## config.mk

```make
export PLATFORM = sky130hd
export DESIGN_NAME = chfxy_queue
export DESIGN_NICKNAME = d
export VERILOG_FILES = /design/src/hdl/assert_macros.svh /design/src/hdl/chfxy_pkg.sv /design/src/hdl/chfxy_queue.sv
export SDC_FILE = /design/constraint.sdc
export NUM_CORES = 1
export LEC_CHECK = 0
export ABC_AREA = 1
export BUFFER_PORTS_ARGS = -buffer_cell sky130_fd_sc_hd__buf_2
export CAP_MARGIN = 30
export CORE_ASPECT_RATIO = 1.25
export CORE_MARGIN = 1
export CORE_UTILIZATION = 40
export CTS_BUF_LIST = sky130_fd_sc_hd__clkbuf_2 sky130_fd_sc_hd__clkbuf_4 sky130_fd_sc_hd__clkbuf_8
export DETAILED_ROUTE_END_ITERATION = 12
export PLACE_DENSITY = 0.69
export SLEW_MARGIN = 20
export SYNTH_ARGS = -nofsm -noshare
export SYNTH_HDL_FRONTEND = slang
export SYNTH_SLANG_ARGS = --single-unit
export TNS_END_PERCENT = 1
```

## constraint.sdc

```tcl
create_clock -name clock -period 5.88 [get_ports clock]
set_input_delay 0.882 -clock clock [delete_from_list [all_inputs] [get_ports clock]]
set_output_delay 0.882 -clock clock [all_outputs]
set_load 0.05 [all_outputs]
```

## src/hdl/assert_macros.svh

```systemverilog
// Assertion helper macros used by the top-level RTL file, which carries the checks.
// No dependencies.
`ifndef ASSERT_MACROS_SVH
`define ASSERT_MACROS_SVH

// Clocked property check, disabled while reset is high.
`define CHK_ASSERT(label, clk, rst, prop, msg) \
   label: assert property (@(posedge clk) disable iff (rst) (prop)) else $error(msg);

// Clocked property check that also runs during reset.
`define CHK_ASSERT_ALWAYS(label, clk, prop, msg) \
   label: assert property (@(posedge clk) (prop)) else $error(msg);

`endif

```

## src/hdl/chfxy_pkg.sv

```systemverilog
// Shared constants and the arctangent table for the compass heading block.
// No dependencies.
package chfxy_pkg;

   localparam int DATA_WIDTH_DEF      = 16;
   localparam int ANGLE_FRAC_BITS_DEF = 6;
   localparam int CORDIC_STEPS_DEF    = 16;

   localparam int GUARD_BITS   = 16;
   localparam int ACC_FRAC     = 20;
   localparam int ACC_WIDTH    = 31;
   localparam int TABLE_LEN    = 24;
   localparam int HEADING_BITS = 15;
   localparam int QUEUE_DEPTH  = 4;
   localparam int ADDR_WIDTH   = 3;

   localparam logic [14:0] DEAD_ZONE_RESET = 15'd26;

   // Register indexes (byte address divided by four).
   localparam logic REG_DEAD_ZONE = 1'b0;

   // atan(2^-i) in degrees scaled by 2^20, rounded to nearest.
   function automatic logic signed [ACC_WIDTH-1:0] atan_entry(input logic [4:0] idx);
      logic signed [ACC_WIDTH-1:0] r;
      case (idx)
         5'd0:  r = 31'sd47185920;
         5'd1:  r = 31'sd27855475;
         5'd2:  r = 31'sd14718068;
         5'd3:  r = 31'sd7471121;
         5'd4:  r = 31'sd3750058;
         5'd5:  r = 31'sd1876857;
         5'd6:  r = 31'sd938658;
         5'd7:  r = 31'sd469357;
         5'd8:  r = 31'sd234682;
         5'd9:  r = 31'sd117342;
         5'd10: r = 31'sd58671;
         5'd11: r = 31'sd29335;
         5'd12: r = 31'sd14668;
         5'd13: r = 31'sd7334;
         5'd14: r = 31'sd3667;
         5'd15: r = 31'sd1833;
         5'd16: r = 31'sd917;
         5'd17: r = 31'sd458;
         5'd18: r = 31'sd229;
         5'd19: r = 31'sd115;
         5'd20: r = 31'sd57;
         5'd21: r = 31'sd29;
         5'd22: r = 31'sd14;
         5'd23: r = 31'sd7;
         default: r = '0;
      endcase
      return r;
   endfunction

endpackage

```

## src/hdl/chfxy_queue.sv

```systemverilog
// Short request queue between the front end and the CORDIC back end.
// Depends on chfxy_pkg.
module chfxy_queue import chfxy_pkg::*; #(
   parameter int WIDTH = 8
) (
   input  logic             clock,
   input  logic             reset,
   input  logic             push,
   input  logic [WIDTH-1:0] push_data,
   output logic             full,
   input  logic             pop,
   output logic [WIDTH-1:0] pop_data,
   output logic             not_empty,
   output logic [$clog2(QUEUE_DEPTH):0] count
);

   localparam int PW = $clog2(QUEUE_DEPTH);

   logic [WIDTH-1:0] mem_ff [QUEUE_DEPTH];
   logic [PW-1:0]    wr_ff, wr_in, rd_ff, rd_in;
   logic [PW:0]      cnt_ff, cnt_in;
   logic             do_push, do_pop;

   assign full      = (cnt_ff == (PW+1)'(QUEUE_DEPTH));
   assign not_empty = (cnt_ff != '0);
   assign do_push   = push && !full;
   assign do_pop    = pop && not_empty;
   assign pop_data  = mem_ff[rd_ff];
   assign count     = cnt_ff;

   // Pointer and fill count update.
   always_comb begin
      wr_in  = do_push ? wr_ff + 1'b1 : wr_ff;
      rd_in  = do_pop ? rd_ff + 1'b1 : rd_ff;
      cnt_in = cnt_ff + (PW+1)'(do_push) - (PW+1)'(do_pop);
   end

   always_ff @(posedge clock) begin
      if (reset) begin
         wr_ff  <= '0;
         rd_ff  <= '0;
         cnt_ff <= '0;
      end else begin
         wr_ff  <= wr_in;
         rd_ff  <= rd_in;
         cnt_ff <= cnt_in;
      end
   end

   always_ff @(posedge clock) begin
      if (do_push) begin
         mem_ff[wr_ff] <= push_data;
      end
   end

endmodule

```

==> flow_metrics.env <==
export IMPL_vdd_drop_max_mv=0.2905
export IMPL_cts_root_buf="clkbuf_8"
export IMPL_cts_buffer_depth=2
export IMPL_crit_path_end="pop_data[6]"
export IMPL_grt_use_met3_pct=6.261
export IMPL_grtUsageMet1_pct=16.40
export IMPL_antenna_found_initial=0
export IMPL_dieArea_mm2=0.004466
export IMPL_rsz0062_at_grt="no"
export IMPL_area_delta_synth_final_pct=15.12
export IMPL_synth_most_common_cell="edfxtp_1"
export IMPL_place_congestion=0.7687
export IMPL_cp_data_required_time_ns=5.00
export IMPL_ys_seq_area_share_pct=67.91
export IMPL_p_switching_uw=404.6
export IMPL_crit_path_cell_trace="inv_2 -> o21ai_0 -> o22ai_1 -> buf_2"
export IMPL_grt_first_pass_wirelength_um=4823
export IMPL_synth_distinct_cells=18
export IMPL_detail_route_antenna_nets=0
export IMPL_use_met2_pct=25.93
export IMPL_tightest_slew_ns=0.9034
export IMPL_busiest_layer="met2"
export IMPL_io_pins=25
export IMPL_synth_nets=161
export IMPL_worst_path_buf_inv=2
export IMPL_powerDensity_mw_per_mm2=482.5
export IMPL_grt_usage_pct=15.29
export IMPL_portBuffers=24
export IMPL_rows=26
export IMPL_pwr_share_comb_pct=39.3
export IMPL_nets=190
export IMPL_synth_edf_count=32
export IMPL_layout_drive_gt1_share_pct=22.67
export IMPL_hpwlAfterDp_um=2066
export IMPL_r2r_end="count[2]$_SDFF_PP0_"
export IMPL_leakagePower_nw=0.7679
export IMPL_firstDrtPassIters=4
export IMPL_fmax_mhz=378.6
export IMPL_crit_path_start_kind="register"
export IMPL_status="completed"
export IMPL_synth_area_leaders="edfxtp_1 57%, dfxtp_1 11%, nor2_1 6.3%"
export IMPL_drc=0
export IMPL_hold_path_class="register to register"
export IMPL_crit_path_end_kind="primary output"
export IMPL_cts_htree_levels=2
export IMPL_internal_power_uw=528.7
export IMPL_r2r_start="count[1]$_SDFF_PP0_"
export IMPL_cts_hold_buf=0
export IMPL_clkSinkCount=41
export IMPL_syn_cell_area_mm2=0.001680
export IMPL_reg2reg_depth=10
export IMPL_dpl_cell_area_mm2=0.001848
export IMPL_grt_max_degree=18
export IMPL_synth_common_cells="32 x edfxtp_1, 28 x nor2_1, 16 x inv_1"
export IMPL_crit_cells=4
export IMPL_synth_ff_latch_count=41
export IMPL_slew_viol_final=0
export IMPL_period_minus_slack_ns=2.641
export IMPL_core_region_area_mm2=0.004066
export IMPL_cts_made_buffers=5
export IMPL_critical_path_max_fanout=17
export IMPL_wl_um=2982
export IMPL_grt_pass1_vias=1063
export IMPL_power_uw=933.3
export IMPL_critical_path_top_delay_family="flip-flops"
export IMPL_fin_ws_ns=3.239
export IMPL_clk_pin_slew_ns=0.07
export IMPL_routed_via_count=1100
export IMPL_slew_headroom_pct=39.55
export IMPL_postSynthCellCount=142
export IMPL_clkLatencyLatePin_ns=0.29
export IMPL_die_w_um=59.97
export IMPL_yosysTopAreaCellShare_pct=57.19
export IMPL_antenna_cells=0
export IMPL_wl_per_cell_um=13.08
export IMPL_cp_arrival_ns=1.76
export IMPL_preCtsSetupSlack_ns=3.491
export IMPL_swShare_pct=43.35
export IMPL_r2r_slack_ns=3.88
export IMPL_crit_slowest_cell="dfxtp_1"
export IMPL_drt_vias_per_instance=4.825
export IMPL_p_seq_share_pct=42.0
export IMPL_hold_viol=0
export IMPL_ctsResizeCount=0
export IMPL_synth_avg_cell_area_um2=11.83
export IMPL_critical_path_max_stage_delay_ns=0.67
export IMPL_yosysWarningCount=0
export IMPL_max_cap_viol_count=0
export IMPL_setup_tns_ns=0
export IMPL_power_frac_clock_pct=18.7
export IMPL_min_delay_start="rd_ff[0]$_SDFFE_PP0P_"
export IMPL_cts_tree="done"
export IMPL_dr_first_iter_drc_count=42
export IMPL_yosys_area_top_type="edfxtp_1"
export IMPL_critPathKind="register to primary output"
export IMPL_final_cell_area_mm2=0.001934
export IMPL_synth_main_ff_cell="edfxtp_1"
export IMPL_dieHeight_um=74.47
export IMPL_fin_crit_sh_pct=44.92
export IMPL_finalSetupViolCount=0
export IMPL_ys_async_sr_fraction_pct=0
export IMPL_fill_cells=380
export IMPL_grt_ovfl_total=0
export IMPL_start_util_pct=41.32
export IMPL_fin_skew_ns=0.004803
export IMPL_holdWs_ns=0.5232
export IMPL_postCtsSetupBuffers=0
-- state kept, by name, summed over array words and instances (netlist names), named ones only --
| signal | flops |
|---|---|
| rd_ff | 2 |
| count | 3 |
| mem_ff | 32 |
| wr_ff | 2 |
-- worst min-delay path: stages (launching register included) --
cell     delay (ns)
dfxtp_1        0.35
a21oi_1        0.06
nor2_1         0.08
-- placed cells by master, fill, tap and decap left out --
master and instances:
dfxtp_1 9, nand2_1 10, o21ai_1 1, buf_2 24
nor2_2 1, o21ai_0 13, a21boi_0 2, nor2_1 28
o22ai_1 8, o21ai_2 3, clkinv_2 2, clkinvlp_4 1
clkbuf_8 5, inv_2 1, nand2_2 2, edfxtp_1 32
a21oi_1 4, ha_1 6, fa_1 1, nand3_1 3
inv_1 16
-- per-stage QoR --
stage	util, %	cells
2_1_floorplan	-	142
3_3_place_gp	45.45	220
5_1_grt	47.57	228
6_report	47.57	228
4_1_cts	47.57	228
3_5_place_dp	45.45	220
-- per-layer routing --
layer	wire length [um]	part of all wire, %
met1	1288	43
met2	1425	48
met3	182	6.1
met4	85	2.9
met5	0	0
-- area by class of cell --
| cell class | count | area, um2 | share of cell area (%) |
|---|---|---|---|
| Clock inverter | 3 | 17.52 | 0.9056 |
| Sequential cell | 41 | 1141 | 58.99 |
| Timing Repair Buffer | 24 | 120.1 | 6.210 |
| Clock buffer | 5 | 68.82 | 3.558 |
| Multi-Input combinational cell | 82 | 452.9 | 23.42 |
| Inverter | 17 | 63.81 | 3.299 |
| Tap cell | 56 | 70.07 | 3.622 |
-- cells by family (layout without fill, tap and decap cells) --
group,count (synthesis),in the layout,synth area share (%)
buffers and inverters,19,49,5.138
and+or+nand+nor,44,44,10.50
DFF,41,41,67.91
adders and majority gates,7,7,5.659
AOI/OAI and AO/OA,31,31,10.80
-- how the worst min path moves through the flow --
stage / cells after the start / end
floorplan: 2 / register
global placement: 2 / rd_ff[0]$_SDFFE_PP0P_
detailed placement: 2 / register
CTS: 2 / register
global route: 2 / register
finish: 2 / register
-- power groups by stage --
stage                     registers, mW  clock network [mW]  logic, mW
after floorplan                   0.420                   0      0.267
after global placement            0.396                   0      0.358
after detailed placement          0.399                   0      0.370
after CTS                         0.393               0.179      0.371
after global routing              0.399               0.191      0.400
final                             0.392               0.174      0.367
Note: power is estimated with default switching activity, not from simulation.
