`config.mk`:
```
export PLATFORM = sky130hd
export DESIGN_NAME = chfxy_front
export DESIGN_NICKNAME = d
export VERILOG_FILES = /design/src/hdl/assert_macros.svh /design/src/hdl/chfxy_pkg.sv /design/src/hdl/chfxy_front.sv
export SDC_FILE = /design/constraint.sdc
export NUM_CORES = 1
export LEC_CHECK = 0
export ABC_AREA = 1
export BUFFER_PORTS_ARGS = -buffer_cell sky130_fd_sc_hd__buf_4
export CORE_MARGIN = 4
export CORE_UTILIZATION = 40
export DETAILED_ROUTE_END_ITERATION = 10
export PLACE_DENSITY = 0.66
export SLEW_MARGIN = 20
export SYNTH_ARGS = -nofsm -noshare
export SYNTH_HDL_FRONTEND = slang
export SYNTH_SLANG_ARGS = --single-unit
```
`constraint.sdc`:
```
create_clock -name clock -period 5.4 [get_ports clock]
set_input_delay 1.08 -clock clock [delete_from_list [all_inputs] [get_ports clock]]
set_output_delay 1.08 -clock clock [all_outputs]
set_load 0.01 [all_outputs]
```
`src/hdl/assert_macros.svh`:
```
// Assertion helper macros used by the top-level RTL file, which carries the checks.
// No dependencies.
`ifndef ASSERT_MACROS_SVH
`define ASSERT_MACROS_SVH

// Clocked property check, disabled while reset is high.
`define CHK_ASSERT(label, clk, rst, prop, msg) \
   label: assert property (@(posedge clk) disable iff (rst) (prop)) else $error(msg);

// Clocked property check that also runs during reset.
`define CHK_ASSERT_ALWAYS(label, clk, prop, msg) \
   label: assert property (@(posedge clk) (prop)) else $error(msg);

`endif

```
`src/hdl/chfxy_pkg.sv`:
```
// Shared constants and the arctangent table for the compass heading block.
// No dependencies.
package chfxy_pkg;

   localparam int DATA_WIDTH_DEF      = 16;
   localparam int ANGLE_FRAC_BITS_DEF = 6;
   localparam int CORDIC_STEPS_DEF    = 16;

   localparam int GUARD_BITS   = 16;
   localparam int ACC_FRAC     = 20;
   localparam int ACC_WIDTH    = 31;
   localparam int TABLE_LEN    = 24;
   localparam int HEADING_BITS = 15;
   localparam int QUEUE_DEPTH  = 4;
   localparam int ADDR_WIDTH   = 3;

   localparam logic [14:0] DEAD_ZONE_RESET = 15'd26;

   // Register indexes (byte address divided by four).
   localparam logic REG_DEAD_ZONE = 1'b0;

   // atan(2^-i) in degrees scaled by 2^20, rounded to nearest.
   function automatic logic signed [ACC_WIDTH-1:0] atan_entry(input logic [4:0] idx);
      logic signed [ACC_WIDTH-1:0] r;
      case (idx)
         5'd0:  r = 31'sd47185920;
         5'd1:  r = 31'sd27855475;
         5'd2:  r = 31'sd14718068;
         5'd3:  r = 31'sd7471121;
         5'd4:  r = 31'sd3750058;
         5'd5:  r = 31'sd1876857;
         5'd6:  r = 31'sd938658;
         5'd7:  r = 31'sd469357;
         5'd8:  r = 31'sd234682;
         5'd9:  r = 31'sd117342;
         5'd10: r = 31'sd58671;
         5'd11: r = 31'sd29335;
         5'd12: r = 31'sd14668;
         5'd13: r = 31'sd7334;
         5'd14: r = 31'sd3667;
         5'd15: r = 31'sd1833;
         5'd16: r = 31'sd917;
         5'd17: r = 31'sd458;
         5'd18: r = 31'sd229;
         5'd19: r = 31'sd115;
         5'd20: r = 31'sd57;
         5'd21: r = 31'sd29;
         5'd22: r = 31'sd14;
         5'd23: r = 31'sd7;
         default: r = '0;
      endcase
      return r;
   endfunction

endpackage

```
`src/hdl/chfxy_front.sv`:
```
// Front end: accepts a request, applies the dead zone and folds the vector
// into the right half-plane. Depends on chfxy_pkg.
module chfxy_front import chfxy_pkg::*; #(
   parameter int DATA_WIDTH = DATA_WIDTH_DEF,
   parameter int W          = DATA_WIDTH + GUARD_BITS + 3
) (
   input  logic                         clock,
   input  logic                         reset,
   input  logic                         req_valid,
   output logic                         req_stall,
   input  logic signed [DATA_WIDTH-1:0] req_field_x,
   input  logic signed [DATA_WIDTH-1:0] req_field_y,
   input  logic [DATA_WIDTH-2:0]        dead_zone,
   input  logic                         q_full,
   output logic                         out_valid,
   output logic signed [W-1:0]          out_a,
   output logic signed [W-1:0]          out_b,
   output logic signed [ACC_WIDTH-1:0]  out_z
);

   logic                        valid_ff, valid_in;
   logic signed [W-1:0]         a_ff, a_in, b_ff, b_in;
   logic signed [ACC_WIDTH-1:0] z_ff, z_in;
   logic                        adv;
   logic [DATA_WIDTH-2:0]       dz_eff;
   logic signed [DATA_WIDTH:0]  dze, xs, ys, xc, yc;
   logic signed [W-1:0]         ax, bx;

   // Register is free or its request moves into the queue.
   assign adv       = !valid_ff || !q_full;
   assign req_stall = valid_ff && q_full;

   // Dead zone, negation and half-plane fold.
   always_comb begin
      dz_eff = (dead_zone == '0) ? {{(DATA_WIDTH-2){1'b0}}, 1'b1} : dead_zone;
      dze    = signed'({2'b00, dz_eff});
      xs     = signed'({req_field_x[DATA_WIDTH-1], req_field_x});
      ys     = signed'({req_field_y[DATA_WIDTH-1], req_field_y});
      xc     = (xs < dze && xs > -dze) ? dze : xs;
      yc     = (ys < dze && ys > -dze) ? dze : ys;
      ax     = -(signed'({{(W-DATA_WIDTH-1){xc[DATA_WIDTH]}}, xc}) <<< GUARD_BITS);
      bx     = -(signed'({{(W-DATA_WIDTH-1){yc[DATA_WIDTH]}}, yc}) <<< GUARD_BITS);
      a_in   = ax;
      b_in   = bx;
      z_in   = '0;
      if (ax[W-1]) begin
         z_in = bx[W-1] ? -(ACC_WIDTH'(180) <<< ACC_FRAC) : (ACC_WIDTH'(180) <<< ACC_FRAC);
         a_in = -ax;
         b_in = -bx;
      end
      valid_in = adv ? req_valid : valid_ff;
   end

   always_ff @(posedge clock) begin
      if (reset) begin
         valid_ff <= 1'b0;
      end else begin
         valid_ff <= valid_in;
      end
   end

   always_ff @(posedge clock) begin
      if (adv && req_valid) begin
         a_ff <= a_in;
         b_ff <= b_in;
         z_ff <= z_in;
      end
   end

   assign out_valid = valid_ff;
   assign out_a     = a_ff;
   assign out_b     = b_ff;
   assign out_z     = z_ff;

endmodule

```
==> flow_summary.toml, run 1 <==
[status]
status = "complete, no violations"

[layout]
fillers = 1344
fin_nets = 1291
drive_gt1_frac = 0.3687
area_growth_syn_to_layout_pct = 45.09
n_antenna_cell = 0
fin_util = 0.5998
stdcell_count = 1361

[clock_tree]
clock-root-buffer = "clkbuf_16"
cts_tree = "yes"
cts_made_buffers = 5
cts_buffer_depth = 2
clock_latency_ns = 0.29
cts_num_sinks = 42
cts_max_level = 2
ctsHoldBuffers = 0
clk_pin_slew_ns = 0.06

[yosys]
async_flop_share = 0
synth.top_cell.area_share = 0.2026
synth_edf_count = 41
syn_area_per_cell_um2 = 6.693
ys_types = 42
synth.yosys.warnings = 0
ys.flop_type = "edfxtp_1"
synth.most_common_cell = "nand2_1"
synth_area_mm2 = 0.006077
yosysTopAreaCell = "edfxtp_1"
synth-seq-cells = 42
netlist_instances = 908
netlist_top_cells_area = "edfxtp_1, nand2_1, ha_1"
synth_common_cells = "nand2_1, inv_1, nor2_1"
synth_seq_area_share = 0.2059

[hold_path]
hold_end = "out_valid$_SDFFE_PP0N_"
min_path_type = "reg2reg"
worstHoldStart = "out_valid$_SDFFE_PP0N_"
hold_path_depth = 2

[timing]
max_freq_ghz = 0.1910
slew_viol_final = 0
post-route-period-util = 0.9696
hold_viol_final = 0
setup_viol = 0
fin_skew_ns = 0.006930
fin_crit_ns = 5.236

[global_routing]
antenna_found_initial = 0
grt_pass1_vias = 5941
grt_use_total = 0.1940
grt_pass1_wl_um = 28210
grt_max_degree = 42
gr-total-overflow = 0

[place]
post-place-cells = 1343
port-buffer-count = 99
dp_hpwl_um = 14780
place_congestion = 0.9384

[worst_setup_path]
cp.required_ns = 5.44
critPathSlowestCell = "ha_1"
rr_startpoint = "out_valid$_SDFFE_PP0N_"
criticalPathCategory = "in2reg"
crit_fanout = 7
critPathLaunchType = "input port"
cp-end-kind = "flop"
ff2ff_path_depth = 4
r2r_setup_slack_ns = 4.07
timing.critical_path.slowest_cell_delay_ns = 0.34
crit_top_cell = "nand2_1"
r2r_end = "out_b[21]$_DFFE_PP_"
cp_data_arrival_time_ns = 5.28

[flow_run]
max_cap_violations = 0

[die]
initial_core_util = 0.4134
die_area_mm2 = 0.01723
core_mm2 = 0.01470
die_x_um = 131.3
io_pins = 154
rows = 44
die_h_um = 131.3

[power]
p_leak_nw = 4.563
max-vdd-ir-drop_mv = 0.1384
power_per_cell_area_mw_per_mm2 = 186.5

[routing]
via_count = 6507
viasPerCell = 4.781
drt_pass1_iterations = 5
antenna_left = 0
post_drt_wl_per_cell_um = 13.33
drt_iter0_markers = 322
drc = 0
wl_um = 18140
cell type report:
class	count	area [um^2]	area share
clock inverter	2	37.54	0.004257
sequential	42	1251	0.1419
tap	184	230.2	0.02611
timing repair buffer	279	2180	0.2472
multi-input combinational	726	4526	0.5133
inverter	122	464.2	0.05265
clock buffer	6	128.9	0.01462
power breakdown:
group	internal (mW)	switching (mW)	total [mW]
clock network	0.218	0.124	0.342
logic	0.397	0.479	0.877
registers	0.414	0.0110	0.425
total	1.03	0.614	1.64
logic make-up (layout without fill, tap and decap cells):
kind of cell               count (synthesis)  in the layout  synth area share
xor gates and xnor gates                  34             34           0.04900
and+or+nand+nor                          504            504            0.3815
AOI/OAI and AO/OA                         66             66           0.06465
adders and majority gates                 64             64            0.1318
DFF                                       42             42            0.2059
other                                      1             58         0.0006171
buffers and inverters                    197            409            0.1666
routing by layer:
| metal | global-route usage | up-vias | share of wire |
|---|---|---|---|
| met5 | 0 | - | 0 |
| met3 | 0.02294 | 29 | 0.046 |
| met4 | 0.06126 | 0 | 0.023 |
| met1 | 0.2593 | 2920 | 0.45 |
| met2 | 0.3289 | 168 | 0.48 |
| li1 | - | 3390 | - |
what timing repair did:
action / 4_1_cts / 5_1_grt
setup buffers: 0 / 10
pin swaps: 0 / 73
resized for setup: 1 / 144
setup endpoints to repair: 1 / 37
worst max-delay path by stage:
stage	cells past startpoint	to	from
after CTS	41	out_a[28]$_DFFE_PP_	dead_zone[12]
after floorplan	37	out_b[23]$_DFFE_PP_	dead_zone[12]
after global placement	38	out_b[31]$_DFFE_PP_	dead_zone[12]
after detailed placement	38	out_b[31]$_DFFE_PP_	dead_zone[12]
final	41	out_a[28]$_DFFE_PP_	dead_zone[6]
after global routing	39	out_a[30]$_DFFE_PP_	dead_zone[6]
flip-flops by register name, indices dropped and copies added (netlist names):
signal,flops
out_a,19
out_b,19
out_z,3
out_valid,1
critical path, delay by kind of cell:
| kind | cells | cell delay, ns |
|---|---|---|
| XOR/XNOR | 1 | 0.17 |
| adder cells (fa/ha/maj) | 3 | 0.64 |
| AO/OA/AOI/OAI | 3 | 0.34 |
| AND/OR/NAND/NOR | 29 | 2.53 |
| buffers and inverters | 5 | 0.49 |
stage by stage:
stage               TNS [ns]  cell area, um^2  setup WS (ns)  power (mW)  hold WS (ns)
global placement      -3.855             8011        -0.2466       1.206        0.4645
detailed placement    -6.149             8011        -0.2899       1.220        0.4741
finish                     0             8817         0.1643       1.644        0.4805
floorplan                  0             6309       0.009591      0.8938        0.4918
CTS                        0             8183        0.01600       1.566        0.4823
global route         -0.8620             8817        -0.1159       1.758        0.4904
placed cells by master, fill, tap and decap left out, drive strengths merged, types with 2 or more instances in the layout:
cell type	instances
nand4	49
nand3	62
clkinv	2
buf	279
xor2	27
nor2	91
or2	2
nor4	2
o211ai	3
clkinvlp	2
nor3	15
o21bai	2
ha	64
inv	119
nand3b	4
a21oi	29
a211oi	2
o21ai	24
clkbuf	6
o31ai	2
edfxtp	41
conb	58
nand2	278
xnor2	7
No activity file was read; power rests on OpenSTA's default activity.
==> inputs of run 2 (changes only) <==
- CORE_UTILIZATION: 40 -> 30
- PLACE_DENSITY: 0.66 -> 0.56
- clock period: 5.4 -> 5.48 ns (I/O delays scaled with it)
==> run 2 against run 1 <==
Power up 0.26%. First-iteration DRC count is 26% lower. Cell count is 6.8% higher. Flip-flop and latch count did not move. Core utilization down 15 points. Clock skew grew 0.0026 ns. Worst hold slack worse by 0.0020 ns. Combinational power shrank 3.3%. Sequential power is 2% lower. Global-route usage decreased by 3.5 points. Setup slack better by 0.14 ns. Via count is 2.9% lower. Critical path type unchanged.
==> flow_summary.toml, run 2 (synthesis results as in run 1) <==
[worst_setup_path]
crit_top_cell = "nand2_1"
cp-end-kind = "flop"
critPathSlowestCell = "ha_1"
ff2ff_path_depth = 4
rr_startpoint = "out_valid$_SDFFE_PP0N_"
critPathLaunchType = "input port"
cp.required_ns = 5.53
cp_data_arrival_time_ns = 5.23
r2r_end = "out_z[29]$_SDFFCE_PP0P_"
crit_fanout = 7
r2r_setup_slack_ns = 4.16
criticalPathCategory = "in2reg"
timing.critical_path.slowest_cell_delay_ns = 0.24

[clock_tree]
cts_buffer_depth = 2
clk_pin_slew_ns = 0.06
cts_num_sinks = 42
cts_tree = "yes"
cts_max_level = 2
cts_made_buffers = 5
clock-root-buffer = "clkbuf_16"
clock_latency_ns = 0.29

[global_routing]
grt_pass1_wl_um = 28740
antenna_found_initial = 0
gr-total-overflow = 0
grt_max_degree = 42
grt_pass1_vias = 5820
grt_use_total = 0.1589

[die]
rows = 51
initial_core_util = 0.3082
die_h_um = 150.3
die_area_mm2 = 0.02260
core_mm2 = 0.01972
io_pins = 154
die_x_um = 150.3

[status]
status = "complete, no violations"

[layout]
final_area_mm2 = 0.008862
fin_nets = 1302
area_growth_syn_to_layout_pct = 45.83
layout_commonest_cell = "buf_4"
fin_util = 0.4495
fillers = 2027
drive_gt1_frac = 0.3535
n_antenna_cell = 0
final_cell_mix = "buf_4, nand2_1, inv_1"

[routing]
post_drt_wl_per_cell_um = 12.71
drt_iter0_markers = 238
antenna_left = 0
wl_um = 18470
via_count = 6316
drt_pass1_iterations = 4
viasPerCell = 4.347
drc = 0

[power]
power_per_cell_area_mw_per_mm2 = 186.0
p_leak_nw = 4.615
max-vdd-ir-drop_mv = 0.1381

[hold_path]
hold_end = "out_valid$_SDFFE_PP0N_"
hold_path_depth = 2
min_path_type = "reg2reg"
worstHoldStart = "out_valid$_SDFFE_PP0N_"

[place]
post_dp_cell_area_mm2 = 0.008223
place_congestion = 0.9700
port-buffer-count = 99
dp_hpwl_um = 15620

[timing]
slew_viol_final = 0
fin_skew_ns = 0.009538
setup_viol = 0
holdWs_ns = 0.4785
hold_viol_final = 0
max_freq_ghz = 0.1930
fin_crit_ns = 5.180
post-route-period-util = 0.9453

[flow_run]
max_cap_violations = 0
==> run 2: cell count changes in the layout (fill, tap and decap cells not counted), moves of 5 or more <==
cell	change
buf_4	+21
nand2_2	-14
nor2_1	+5
nand2_1	+16
buf_6	-10
nor2_4	-7
==> run 2: timing repair <==
item,4_1_cts,5_1_grt
gates resized for setup,6,90
setup endpoints to repair,17,37
pin swaps,2,36
hold buffers,0,0
buffers inserted,2,7
==> run 2: final cells by class <==
type	count	area (um^2)	share of cell area
inverter	122	457.9	0.05167
multi-input combinational	726	4398	0.4963
timing repair buffer	290	2230	0.2516
sequential	42	1251	0.1412
clock buffer	5	125.1	0.01412
clock inverter	3	68.82	0.007765
tap	265	331.6	0.03741
==> run 2: worst max-delay path, delay by kind of cell <==
family / cells / cell delay, ns
AND/OR/NAND/NOR: 26 / 2.49
adder cells (fa/ha/maj): 2 / 0.40
XOR/XNOR: 2 / 0.34
buffers and inverters: 6 / 0.64
AO/OA/AOI/OAI: 2 / 0.24
==> run 2: routing by layer <==
metal / vias to the layer above / track usage / routed length, um
met4: 0 / 0.04437 / 346
li1: 3413 / - / -
met1: 2716 / 0.2192 / 8255
met3: 20 / 0.01716 / 1435
met2: 167 / 0.2631 / 8436
met5: - / 0 / 0
==> run 2: how the worst max path moves through the flow <==
stage	startpoint	to	slack [ns]	cells after the start
detailed placement	dead_zone[12]	out_a[29]$_DFFE_PP_	-0.41	38
finish	dead_zone[13]	out_b[26]$_DFFE_PP_	0.30	38
global route	dead_zone[13]	out_b[26]$_DFFE_PP_	-0.05	38
floorplan	dead_zone[12]	out_b[23]$_DFFE_PP_	0.04	37
CTS	dead_zone[12]	out_b[31]$_DFFE_PP_	0.01	37
global placement	dead_zone[12]	out_a[30]$_DFFE_PP_	-0.40	40
==> run 2: metrics by stage <==
| stage | power (mW) | setup WS, ns | TNS (ns) | std cells |
|---|---|---|---|---|
| floorplan | 0.8802 | 0.03764 | 0 | 965 |
| global placement | 1.212 | -0.3985 | -9.579 | 1436 |
| detailed placement | 1.219 | -0.4096 | -10.19 | 1436 |
| CTS | 1.610 | 0.01296 | 0 | 1446 |
| global route | 1.781 | -0.05323 | -0.3303 | 1453 |
| finish | 1.649 | 0.2997 | 0 | 1453 |
==> run 2: where the power goes <==
group,internal [mW],switching [mW]
clock,0.262,0.121
combinational,0.392,0.455
sequential,0.408,0.00968
total,1.06,0.586
